--- config.mk ---
export PLATFORM = sky130hd
export DESIGN_NAME = laser_line_centroid_height
export DESIGN_NICKNAME = d
export VERILOG_FILES = /design/src/rtl/core/lcc_pkg.sv /design/src/rtl/core/lcc_front.sv /design/src/rtl/core/lcc_queue.sv /design/src/rtl/core/lcc_back.sv /design/src/rtl/core/laser_line_centroid_height.sv
export SDC_FILE = /design/constraint.sdc
export NUM_CORES = 2
export LEC_CHECK = 0
export ABC_AREA = 0
export BUFFER_PORTS_ARGS = -buffer_cell sky130_fd_sc_hd__buf_2
export CORE_MARGIN = 3
export CORE_UTILIZATION = 30
export CTS_BUF_LIST = sky130_fd_sc_hd__clkbuf_4
export CTS_CLUSTER_SIZE = 8
export DETAILED_ROUTE_END_ITERATION = 10
export HOLD_SLACK_MARGIN = 0.12
export PLACE_DENSITY = 0.56
export SLEW_MARGIN = 25
export SYNTH_ARGS = -nofsm -noshare
export SYNTH_HDL_FRONTEND = slang
export SYNTH_SLANG_ARGS = --single-unit
--- constraint.sdc ---
create_clock -name clk -period 10.09 [get_ports clk]
set_input_delay 1.5135 -clock clk [delete_from_list [all_inputs] [get_ports clk]]
set_output_delay 1.5135 -clock clk [all_outputs]
set_load 0.01 [all_outputs]
--- src/rtl/core/lcc_pkg.sv ---
// ----------------------------------------------------------------------------
// lcc_pkg
// Types and constants shared by the laser line centroid and height block.
// ----------------------------------------------------------------------------
package lcc_pkg;

  localparam int MAX_COLS  = 1024;
  localparam int MAX_ROWS  = 512;
  localparam int COL_W     = 11;
  localparam int ROW_W     = 9;
  localparam int PIX_W     = 8;
  localparam int MASS_W    = 18;
  localparam int MOM_W     = 28;
  localparam int NUM_W     = MOM_W + 8;
  localparam int CEN_W     = 18;
  localparam int HGT_W     = 21;
  localparam int COEF_W    = 21;
  localparam int CREG_W    = 63;
  localparam int CNT_W     = 5;
  localparam int Q_DEPTH   = 2;
  localparam int Q_PTR_W   = 1;
  localparam int CFG_IDX_W = 4;

  localparam logic [PIX_W-1:0] THRESH_RESET = 8'd150;

  localparam logic [CFG_IDX_W-1:0] REG_THRESH = 4'd0;
  localparam logic [CFG_IDX_W-1:0] REG_SQUARE = 4'd1;
  localparam logic [CFG_IDX_W-1:0] REG_LINEAR = 4'd2;
  localparam logic [CFG_IDX_W-1:0] REG_CONST  = 4'd3;

  typedef struct packed {
    logic [ROW_W-1:0]  row;
    logic [MASS_W-1:0] mass;
    logic [MOM_W-1:0]  moment;
    logic              last;
  } row_rec_t;

  typedef struct packed {
    logic [ROW_W-1:0]        row_index;
    logic [CEN_W-1:0]        centroid;
    logic signed [HGT_W-1:0] height_mm;
    logic                    line_found;
    logic                    last_row;
  } result_t;

  typedef struct packed {
    logic [CREG_W-1:0] square;
    logic [CREG_W-1:0] linear;
    logic [CREG_W-1:0] cst;
  } coeff_set_t;

  typedef struct packed {
    logic full;
    logic empty;
  } q_status_t;

  typedef enum logic [3:0] {
    B_IDLE, B_DIV, B_IN_A, B_IN_B, B_IN_C, B_IN_D,
    B_OUT_A, B_OUT_B, B_OUT_C, B_OUT_D, B_OUT_E, B_FIN
  } back_state_t;

endpackage

--- src/rtl/core/lcc_front.sv ---
// ----------------------------------------------------------------------------
// lcc_front
// Thresholds pixels and accumulates row mass and moment, one pixel a cycle while the row queue has room.
// ----------------------------------------------------------------------------
module lcc_front (
  input  logic                     clk,
  input  logic                     rst,
  input  logic                     pix_valid,
  output logic                     pix_ready,
  input  logic [lcc_pkg::PIX_W-1:0] pixel,
  input  logic                     row_end,
  input  logic                     frame_end,
  input  logic [lcc_pkg::PIX_W-1:0] thresh,
  input  lcc_pkg::q_status_t       q_status,
  output logic                     rec_push,
  output lcc_pkg::row_rec_t        rec
);
  import lcc_pkg::*;

  logic [COL_W-1:0]  column_count;
  logic [ROW_W-1:0]  row_count;
  logic [MASS_W-1:0] row_mass;
  logic [MOM_W-1:0]  row_moment;

  logic [PIX_W-1:0]  counted;
  logic              in_range;
  logic [MASS_W-1:0] mass_sum;
  logic [MOM_W-1:0]  moment_sum;
  logic              accept;
  logic              closing;

  always_comb begin
    counted    = (pixel > thresh) ? pixel : '0;
    in_range   = column_count < COL_W'(MAX_COLS);
    mass_sum   = row_mass;
    moment_sum = row_moment;
    if (in_range) begin
      mass_sum   = row_mass + MASS_W'(counted);
      moment_sum = row_moment + MOM_W'(column_count[COL_W-2:0]) * MOM_W'(counted);
    end
  end

  assign pix_ready  = !q_status.full;
  assign accept     = pix_valid && pix_ready;
  assign closing    = row_end || frame_end;
  assign rec_push   = accept && closing;
  assign rec.row    = row_count;
  assign rec.mass   = mass_sum;
  assign rec.moment = moment_sum;
  assign rec.last   = frame_end;

  always_ff @(posedge clk) begin
    if (rst) begin
      column_count <= '0;
      row_count    <= '0;
      row_mass     <= '0;
      row_moment   <= '0;
    end else if (accept) begin
      if (closing) begin
        column_count <= '0;
        row_mass     <= '0;
        row_moment   <= '0;
        if (frame_end) begin
          row_count <= '0;
        end else if (row_count < ROW_W'(MAX_ROWS - 1)) begin
          row_count <= row_count + 1'b1;
        end
      end else begin
        row_mass   <= mass_sum;
        row_moment <= moment_sum;
        if (in_range) begin
          column_count <= column_count + 1'b1;
        end
      end
    end
  end

endmodule

--- src/rtl/core/lcc_queue.sv ---
// ----------------------------------------------------------------------------
// lcc_queue
// Short register queue of closed-row records between front and back.
// ----------------------------------------------------------------------------
module lcc_queue (
  input  logic               clk,
  input  logic               rst,
  input  logic               push,
  input  lcc_pkg::row_rec_t  wdata,
  input  logic               pop,
  output lcc_pkg::row_rec_t  rdata,
  output lcc_pkg::q_status_t status
);
  import lcc_pkg::*;

  row_rec_t           entries [Q_DEPTH];
  logic [Q_PTR_W-1:0] wp;
  logic [Q_PTR_W-1:0] rp;
  logic [Q_PTR_W:0]   count;

  assign rdata        = entries[rp];
  assign status.full  = count == (Q_PTR_W+1)'(Q_DEPTH);
  assign status.empty = count == '0;

  always_ff @(posedge clk) begin
    if (rst) begin
      wp    <= '0;
      rp    <= '0;
      count <= '0;
    end else begin
      if (push) begin
        wp <= wp + 1'b1;
      end
      if (pop) begin
        rp <= rp + 1'b1;
      end
      if (push && !pop) begin
        count <= count + 1'b1;
      end else if (pop && !push) begin
        count <= count - 1'b1;
      end
    end
  end

  always_ff @(posedge clk) begin
    if (push) begin
      entries[wp] <= wdata;
    end
  end

endmodule

--- src/rtl/core/lcc_back.sv ---
// ----------------------------------------------------------------------------
// lcc_back
// Per-row sequencer: restoring divide for the centroid, then the calibration
// polynomial through one shared registered multiplier.
// ----------------------------------------------------------------------------
module lcc_back (
  input  logic                clk,
  input  logic                rst,
  input  lcc_pkg::row_rec_t   head,
  input  lcc_pkg::q_status_t  q_status,
  output logic                pop,
  input  lcc_pkg::coeff_set_t coeffs,
  output lcc_pkg::result_t    res,
  output logic                res_valid,
  input  logic                res_ready
);
  import lcc_pkg::*;

  back_state_t state, state_next;

  row_rec_t                 cur;
  logic [MASS_W:0]          rem;
  logic [MASS_W-1:0]        nlo;
  logic [CEN_W-1:0]         quo;
  logic [CNT_W-1:0]         cnt;
  logic [1:0]               k;
  logic signed [43:0]       tt;
  logic signed [50:0]       prod;
  logic signed [63:0]       acc;
  logic signed [22:0]       p [3];

  logic signed [31:0]       ma;
  logic [CEN_W-1:0]         mb;
  logic [CREG_W-1:0]        csel;
  logic signed [COEF_W-1:0] a_f, b_f, c_f;
  logic [NUM_W-1:0]         num;
  logic [MASS_W:0]          shifted;
  logic signed [43:0]       g;
  logic signed [63:0]       hs;
  logic signed [HGT_W-1:0]  h_sat;
  logic                     load_out;

  always_ff @(posedge clk) begin
    if (rst) begin
      state <= B_IDLE;
    end else begin
      state <= state_next;
    end
  end

  always_comb begin
    state_next = state;
    pop        = 1'b0;
    load_out   = 1'b0;
    unique case (state)
      B_IDLE: begin
        if (!q_status.empty) begin
          pop        = 1'b1;
          state_next = (head.mass != '0) ? B_DIV : B_FIN;
        end
      end
      B_DIV:   if (cnt == CNT_W'(CEN_W - 1)) state_next = B_IN_A;
      B_IN_A:  state_next = B_IN_B;
      B_IN_B:  state_next = B_IN_C;
      B_IN_C:  state_next = B_IN_D;
      B_IN_D:  state_next = (k == 2'd2) ? B_OUT_A : B_IN_A;
      B_OUT_A: state_next = B_OUT_B;
      B_OUT_B: state_next = B_OUT_C;
      B_OUT_C: state_next = B_OUT_D;
      B_OUT_D: state_next = B_OUT_E;
      B_OUT_E: state_next = B_FIN;
      B_FIN: begin
        if (!res_valid || res_ready) begin
          load_out   = 1'b1;
          state_next = B_IDLE;
        end
      end
      default: state_next = B_IDLE;
    endcase
  end

  always_comb begin
    case (k)
      2'd0:    csel = coeffs.square;
      2'd1:    csel = coeffs.linear;
      default: csel = coeffs.cst;
    endcase
    a_f = signed'(csel[COEF_W-1:0]);
    b_f = signed'(csel[2*COEF_W-1:COEF_W]);
    c_f = signed'(csel[3*COEF_W-1:2*COEF_W]);
  end

  // Operand selection for the shared multiplier; the product is registered.
  always_comb begin
    ma = '0;
    mb = '0;
    case (state)
      B_IN_A: begin
        ma = 32'(a_f);
        mb = CEN_W'(cur.row);
      end
      B_IN_C: begin
        ma = 32'(tt);
        mb = CEN_W'(cur.row);
      end
      B_OUT_A: begin
        ma = 32'(p[0]);
        mb = quo;
      end
      B_OUT_C: begin
        ma = 32'(tt >>> 22);
        mb = quo;
      end
      B_OUT_D: begin
        ma = signed'({10'b0, tt[21:0]});
        mb = quo;
      end
      default: begin
        ma = '0;
        mb = '0;
      end
    endcase
  end

  always_comb begin
    num     = {head.moment, 8'b0};
    shifted = {rem[MASS_W-1:0], nlo[MASS_W-1]};
    g       = 44'(prod) + (44'(c_f) <<< 18);
    // Round to nearest Q12.8 with halves going up, then saturate.
    hs      = (acc + 64'sd35184372088832) >>> 46;
    if (hs > 64'sd1048575) begin
      h_sat = 21'sd1048575;
    end else if (hs < -64'sd1048576) begin
      h_sat = -21'sd1048576;
    end else begin
      h_sat = HGT_W'(hs);
    end
  end

  always_ff @(posedge clk) begin
    prod <= ma * signed'({1'b0, mb});
    case (state)
      B_IDLE: begin
        cur <= head;
        rem <= {1'b0, num[NUM_W-1 -: MASS_W]};
        nlo <= num[MASS_W-1:0];
        quo <= '0;
        cnt <= '0;
        k   <= '0;
      end
      B_DIV: begin
        if (shifted >= {1'b0, cur.mass}) begin
          rem <= shifted - {1'b0, cur.mass};
          quo <= {quo[CEN_W-2:0], 1'b1};
        end else begin
          rem <= shifted;
          quo <= {quo[CEN_W-2:0], 1'b0};
        end
        nlo <= {nlo[MASS_W-2:0], 1'b0};
        cnt <= cnt + 1'b1;
      end
      B_IN_B:  tt <= 44'(prod) + (44'(b_f) <<< 9);
      B_IN_D: begin
        p[k] <= 23'(g >>> 18);
        k    <= k + 1'b1;
      end
      B_OUT_B: tt  <= 44'(prod) + (44'(p[1]) <<< 18);
      B_OUT_D: acc <= 64'(prod) <<< 22;
      B_OUT_E: acc <= acc + 64'(prod) + (64'(p[2]) <<< 36);
      default: begin
      end
    endcase
  end

  always_ff @(posedge clk) begin
    if (rst) begin
      res_valid <= 1'b0;
    end else if (load_out) begin
      res_valid <= 1'b1;
    end else if (res_ready) begin
      res_valid <= 1'b0;
    end
  end

  always_ff @(posedge clk) begin
    if (load_out) begin
      res.row_index  <= cur.row;
      res.centroid   <= quo;
      res.height_mm  <= (cur.mass != '0) ? h_sat : '0;
      res.line_found <= cur.mass != '0;
      res.last_row   <= cur.last;
    end
  end

endmodule

--- src/rtl/core/laser_line_centroid_height.sv ---
// Throughput: one pixel per cycle while the row queue has room.
// Each closed row with nonzero mass passes through the back sequencer in 18
// divide steps, 17 multiplier steps, load and output; rows that arrive faster
// than that stall the pixel stream once the two-entry queue fills.
// Synchronous reset clears all control state and loads the register resets.
// ----------------------------------------------------------------------------
// laser_line_centroid_height
// Laser line centroid per row with biquadratic height calibration.
// ----------------------------------------------------------------------------
module laser_line_centroid_height (
  input  logic                          clk,
  input  logic                          rst,
  input  logic                          s_tvalid,
  output logic                          s_tready,
  input  logic [7:0]                    s_tdata,  // [7:0] pixel
  input  logic                          s_tlast,  // row_end
  input  logic                          s_tuser,  // frame_end
  output logic                          m_tvalid,
  input  logic                          m_tready,
  // [8:0] row_index, [26:9] centroid, [47:27] height_mm, [48] line_found
  output logic [55:0]                   m_tdata,
  output logic                          m_tlast,  // last_row
  input  logic                          cfg_valid,
  output logic                          cfg_ready,
  input  logic [lcc_pkg::CFG_IDX_W-1:0] cfg_index,
  input  logic [lcc_pkg::CREG_W-1:0]    cfg_data
);
  import lcc_pkg::*;

  logic [PIX_W-1:0] thresh;
  coeff_set_t       coeffs;
  q_status_t        q_status;
  row_rec_t         rec, head;
  logic             rec_push, pop;
  result_t          res;

  assign cfg_ready = 1'b1;

  always_ff @(posedge clk) begin
    if (rst) begin
      thresh <= THRESH_RESET;
      coeffs <= '0;
    end else if (cfg_valid) begin
      unique case (cfg_index)
        REG_THRESH: thresh        <= cfg_data[PIX_W-1:0];
        REG_SQUARE: coeffs.square <= cfg_data;
        REG_LINEAR: coeffs.linear <= cfg_data;
        REG_CONST:  coeffs.cst    <= cfg_data;
        default: begin
        end
      endcase
    end
  end

  lcc_front u_front (
    .clk       (clk),
    .rst       (rst),
    .pix_valid (s_tvalid),
    .pix_ready (s_tready),
    .pixel     (s_tdata),
    .row_end   (s_tlast),
    .frame_end (s_tuser),
    .thresh    (thresh),
    .q_status  (q_status),
    .rec_push  (rec_push),
    .rec       (rec)
  );

  lcc_queue u_queue (
    .clk    (clk),
    .rst    (rst),
    .push   (rec_push),
    .wdata  (rec),
    .pop    (pop),
    .rdata  (head),
    .status (q_status)
  );

  lcc_back u_back (
    .clk       (clk),
    .rst       (rst),
    .head      (head),
    .q_status  (q_status),
    .pop       (pop),
    .coeffs    (coeffs),
    .res       (res),
    .res_valid (m_tvalid),
    .res_ready (m_tready)
  );

  assign m_tdata = {7'b0, res.line_found, res.height_mm, res.centroid, res.row_index};
  assign m_tlast = res.last_row;

endmodule

After elaboration in Yosys (flattened, before gate mapping)
Memories as Yosys holds them, arrays and structs flattened. A register that Yosys moved wholly into a read port is not among the register bits.
Index checks and enable logic that the tools add are counted.
{"block": "word_totals", "ram_bits": 181, "register_bits": 570, "n_memories": 2, "output_inout_bits": 60, "elab_cells": 156}
{"block": "classes", "n_eq_ne": 21, "bitwise_logic": 1, "reduce_logical": 34, "multipliers": 2, "add_sub_neg": 17, "n_mux": 43, "n_lt_le_gt_ge": 6}
{"name": "u_queue.entries", "words": 2, "word_bits": 56, "read_ports": 1, "rd_ports_with_merged_regs": 1, "write_ports": 1, "line": "lcc_queue.sv:16", "text": "row_rec_t entries [Q_DEPTH];"}
{"name": "u_back.p", "words": 3, "word_bits": 23, "read_ports": 3, "rd_ports_with_merged_regs": 0, "write_ports": 1, "line": "lcc_back.sv:30", "text": "logic signed [22:0] p [3];"}
{"op": "case mux 32 bit (5 select lines)", "n": 1}
{"op": "case mux 18 bit (2 select lines)", "n": 4}
{"op": "case mux 64 bit (2 select lines)", "n": 1}
{"op": "case mux 63 bit (2 select lines)", "n": 1}
{"op": "case mux 44 bit (2 select lines)", "n": 1}
{"op": "adder 64 x 47 -> 64 bit, second input constant", "n": 1}
{"op": "adder 64 x 51 -> 64 bit", "n": 1}
{"op": "adder 64 x 59 -> 64 bit", "n": 1}
{"op": "2-to-1 mux 28 bit", "n": 2}
{"op": "2-to-1 mux 18 bit", "n": 3}
{"op": "multiplier 32 x 19 -> 51 bit", "n": 1}
{"op": "case mux 4 bit (12 select lines)", "n": 1}
{"op": "adder 44 x 30 -> 44 bit", "n": 1}
{"op": "adder 44 x 41 -> 44 bit", "n": 1}
{"op": "adder 41 x 39 -> 41 bit", "n": 1}
{"op": "nonzero test 18 bit", "n": 2}
{"op": "adder 28 x 18 -> 28 bit", "n": 1}
{"op": "2-to-1 mux 11 bit", "n": 2}
{"op": "greater-than comparator 18 x 21 -> 1 bit, second input constant", "n": 1}
{"op": "less-than comparator 18 x 21 -> 1 bit, second input constant", "n": 1}
{"op": "2-to-1 mux 21 bit", "n": 1}
{"op": "2-to-1 mux 20 bit", "n": 1}
{"op": "greater-or-equal comparator 19 x 18 -> 1 bit", "n": 1}
{"op": "adder 18 x 8 -> 18 bit", "n": 1}
{"op": "39 further kinds", "n": 92}

Longest topological paths before layout
{"block": "logic_depth", "ltp_word": 8, "ltp_mapped": 34, "ltp_nobuf": 32}

Cells and area by module
A second synthesis with hierarchy kept.
{"block": "hier_totals", "cells_unflattened": 6536, "hier_area_um2": 63085.5}
{"mod": "lcc_back", "n_inst": 1, "seq_area_each_um2": 10309.9, "area_each_um2": 43336.6, "cells_per_inst": 4673}
{"mod": "laser_line_centroid_height", "n_inst": 1, "seq_area_each_um2": 3943.8, "area_each_um2": 7992.7, "cells_per_inst": 726}
{"mod": "lcc_front", "n_inst": 1, "seq_area_each_um2": 1321.3, "area_each_um2": 7497.2, "cells_per_inst": 941}
{"mod": "lcc_queue", "n_inst": 1, "seq_area_each_um2": 3463.3, "area_each_um2": 4259.1, "cells_per_inst": 196}

Worst setup path after synthesis
No wires, ideal clock.
{"block": "synth_timing", "path_type": "flip-flop to flip-flop", "start": "register u_back.state[0]", "end": "register u_back.prod[50]", "arrival_ns": 8.064, "setup_slack_ns": 1.954, "path_buffers": 5, "period_less_slack_ns": 8.136, "required_ns": 10.018, "stages_incl_launch_ff": 34, "setup_ns": 0.072, "cell_sequence": "dfxtp_1 > clkbuf_1 > nor2_1 > and3_1 > clkbuf_1 > o21bai_1 > clkbuf_1 > and2_1 > clkbuf_1 > clkbuf_1 > nand2_1 > fa_1 > inv_1 > fa_1 > inv_1 > fa_1 > inv_1 > fa_1 > fa_1 > inv_1 > fa_1 > inv_1 > ha_1 > and3_1 > and2_0 > a221o_1 > a311oi_1 > o31ai_1 > nand3_1 > a31oi_1 > a311o_1 > or3_1 > a31oi_1 > xnor2_1"}
{"block": "synth_via", "elab_chain_len": 4, "elab_cells_between_ends": 10, "classes_between": "1 x mul; 5 x eq/ne; 2 x mux; 2 x reduce/logical"}
{"item": "start, declared", "line": "lcc_back.sv:19", "text": "back_state_t state, state_next;"}
{"item": "start signal, assigned", "line": "lcc_back.sv:47", "text": "state <= state_next;"}
{"item": "equality test 4 x 3 -> 1 bit (tied with other cells)", "line": "lcc_back.sv:97", "text": "case (state)"}
{"item": "OR reduction 3 bit (no line) / OR reduction 2 bit (equally long branches)"}
{"item": "case mux 18 bit (2 select lines)", "line": "lcc_back.sv:97"}
{"item": "multiplier 32 x 19 -> 51 bit *", "line": "lcc_back.sv:141", "text": "prod <= ma * signed'({1'b0, mb});"}
{"item": "end signal, assigned", "line": "lcc_back.sv:141"}
{"item": "end, declared", "line": "lcc_back.sv:28", "text": "logic signed [50:0] prod;"}
Every way passes the cells marked *; elsewhere a longest branch is shown, timed or not.
A chain may end at the register's enable or synchronous reset.

Worst setup path in the final report
{"block": "layout_timing", "start": "register u_back.state[3]", "end": "register u_back.prod[50]"}
Same word-level chain as after synthesis.

==> flow_metrics.tcl <==
set metrics [dict create \
    crit_family "adder cells" \
    postCtsHoldBufs 0 \
    dp_hpwl_um 139000 \
    holdCritStartpoint "u_back.cur[0]" \
    firstDrtPassIters 5 \
    grt_use_total_pct 17.3 \
    port_buffers 133 \
    layout_common_cells "nand2_1 (1032), inv_1 (900), fa_1 (654), nor2_1 (578), a21oi_1 (481)" \
    clock_path_buffers 3 \
    r2r_end "u_back.prod[50]" \
    slew_viol_final 0 \
    postCtsSetupBuffers 0 \
    finalInstanceArea_sq_mm 0.0674 \
    cts_tree "yes" \
    clock_sinks 742 \
    yosysWarningCount 0 \
    p_leak_uw 0.0300 \
    tns_ns 0 \
    worst-path-buf-inv 6 \
    critPathSlowestCell "dfxtp_1" \
    path_common_cell "fa_1" \
    rr_worst_depth 31 \
    via_per_inst 4.92 \
    yosysUniqueCellTypes 83 \
    die_w_um 457 \
    async_reset_ff_share_pct 0 \
    drv_cap 0 \
    start_util_pct 30.2 \
    root_buffer "clkbuf_4" \
    synth_edf_count 418 \
    dpl-instance-area_sq_mm 0.0648 \
    htree_levels 4 \
    ant_nets 0 \
    ios 142 \
    reg2reg_from "u_back.state[3]" \
    worstPathRequired_ns 11.17 \
    crit_type "flop to flop" \
    timing.hold.ws_ns 0.425 \
    reg2reg_slack_ns 0.67 \
    grt_overflow 0 \
    fp-row-count 165 \
    antenna_found_initial 22 \
    ctsResizeCount 0 \
    synth_area_per_cell_sq_um 9.23 \
    die-area_sq_mm 0.209 \
    irDropWorstVdd_mv 0.126 \
    grt_max_degree 96 \
    crit_path_end_kind "flop" \
    synth_flop_cell "edfxtp_1" \
    routabilityCongestion 0.937 \
    rsz0062_at_grt "no" \
    setup_violations 0 \
    synthesis.instances 6625 \
    clock_latency_ns 1.16 \
    layout_commonest_cell "nand2_1" \
    relSlewSlack_pct 31.6 \
    wl_per_cell_um 18.9 \
    hold_class "flop to flop" \
    hold_viol 0 \
    area_growth_pct 10.2 \
    core_sq_mm 0.202 \
    wirelength_um 181000 \
    skew_ns 0.0800 \
    status "finished, final reports clean" \
    max_stage_delay_ns 0.70 \
    cts.reportedPaths.clkPinSlew_ns 0.07 \
    fin_nets 7872 \
    worstPathArrival_ns 10.50 \
    drc 0 \
    cts_inserted_buffers 191 \
    period_share_pct 93.4 \
    syn-cell-area_sq_mm 0.0611 \
    ys_ff_latch 742 \
    worst_pin_slew_ns 1.02 \
    vias 47100 \
    power.density_mw_per_mm2 119 \
    hold_depth 0 \
    first_global_vias 48000 \
    drive_gt1_share_pct 8.91 \
    grt_pass1_wl_um 282000 \
    critPathMaxFanout 21 \
    startpoint_type "flop" \
    layout_min_cycle_time_ns 9.42 \
    drt_iter0_markers 3218 \
    dieHeight_um 457 \
    fmax_mhz 106 \
    yosysSeqAreaShare_pct 31.1 \
    min_to "u_back.res[0]" \
]
[layer usage]
layer / wire length [um] / up-vias / track usage (%) / part of all wire [%]
li1: - / 22100 / - / -
met4: 4640 / 12 / 5.28 / 2.6
met5: 87 / - / 0 / 0.048
met1: 81400 / 23300 / 23.6 / 45
met2: 83300 / 1401 / 27.6 / 46
met3: 11600 / 255 / 3.24 / 6.4
[worst reg2reg max path: cells and delay by family, from the launching register on]
| family | cells | cell delay [ns] |
|---|---|---|
| buffers and inverters | 6 | 0.69 |
| AND/OR/NAND/NOR | 7 | 1.34 |
| adder cells (fa/ha/maj) | 7 | 3.56 |
| XOR/XNOR | 1 | 0.14 |
| AO/OA/AOI/OAI | 10 | 2.93 |
| flip-flops | 1 | 0.70 |
[cell usage after synthesis, types with 27 or more instances]
cell type / number / area (sq um)
nand2_1: 1032 / 3870
inv_1: 900 / 3380
fa_1: 654 / 13100
nor2_1: 586 / 2200
a21oi_1: 482 / 2410
edfxtp_1: 418 / 12600
ha_1: 392 / 4900
dfxtp_1: 324 / 6490
clkbuf_1: 278 / 1040
o21ai_0: 227 / 1140
xnor2_1: 149 / 1310
a21o_1: 129 / 968
xor2_1: 119 / 1040
and3_1: 95 / 594
nand3_1: 76 / 380
a22oi_1: 74 / 556
nor3_1: 48 / 240
mux2i_1: 39 / 390
nand4_1: 37 / 231
nor2b_1: 37 / 231
and2_1: 34 / 213
mux2_2: 34 / 383
nand2b_1: 32 / 200
a211oi_1: 31 / 233
a22o_1: 30 / 263
a31oi_1: 30 / 188
o21bai_1: 30 / 225
a221o_1: 27 / 270
[flip-flops by register name, indices dropped and copies added, names as in the netlist, 10 cells and up, named ones only]
name,count
u_front.column_count,11
u_back.cur,28
u_back.prod,51
u_back.quo,18
u_back.acc,64
u_back.tt,44
u_back.res,48
u_back.p,69
u_front.row_moment,28
u_back.nlo,10
coeffs,189
u_back.rem,18
u_front.row_mass,18
u_queue.entries,112
[through the flow]
step	util (%)	total power [uW]	setup WS [ns]	std cells
final	33.3	8030	0.668	9576
after global placement	32.0	5330	0.912	9222
after global routing	33.3	8470	0.319	9571
after CTS	33.3	8140	0.856	9562
after floorplan	-	4810	1.95	6631
after detailed placement	32.0	5370	0.859	9222
[area by class of cell]
class,count,area [sq um]
tap,2672,3340
clock inverter,95,657
antenna,13,32.5
multi-input combinational,4679,37700
inverter,900,3380
sequential,742,19000
fill,21000,135000
timing repair buffer,230,1400
clock buffer,245,1840
[cell families after synthesis]
logic type,count (synthesis),share of synthesized area [%]
compound gates,1214,12.3
xor+xnor,268,3.84
fa+ha+maj,1046,29.4
buf+inv,1210,7.52
flops,742,31.1
mux,73,1.26
other cells,2,0.0123
simple gates,2070,14.4
[worst max-delay path by stage]
stage | startpoint | end | slack [ns] | depth (start not counted)
after floorplan | u_back.state[0] | u_back.prod[50] | 1.95 | 33
after global placement | u_back.k[0] | u_back.prod[50] | 0.91 | 29
after detailed placement | u_back.k[0] | u_back.prod[50] | 0.86 | 29
after CTS | u_back.state[0] | u_back.prod[50] | 0.86 | 32
after global routing | u_back.state[3] | u_back.prod[50] | 0.32 | 31
final | u_back.state[3] | u_back.prod[50] | 0.67 | 31
[power breakdown]
part           internal, uW  leakage (uW)  total (uW)  switching [uW]
Sequential             3490       0.00674        3670             175
Clock                  1400       0.00144        2730            1320
Combinational           559        0.0218        1630            1070
Note: power is estimated with default switching activity, not from simulation.
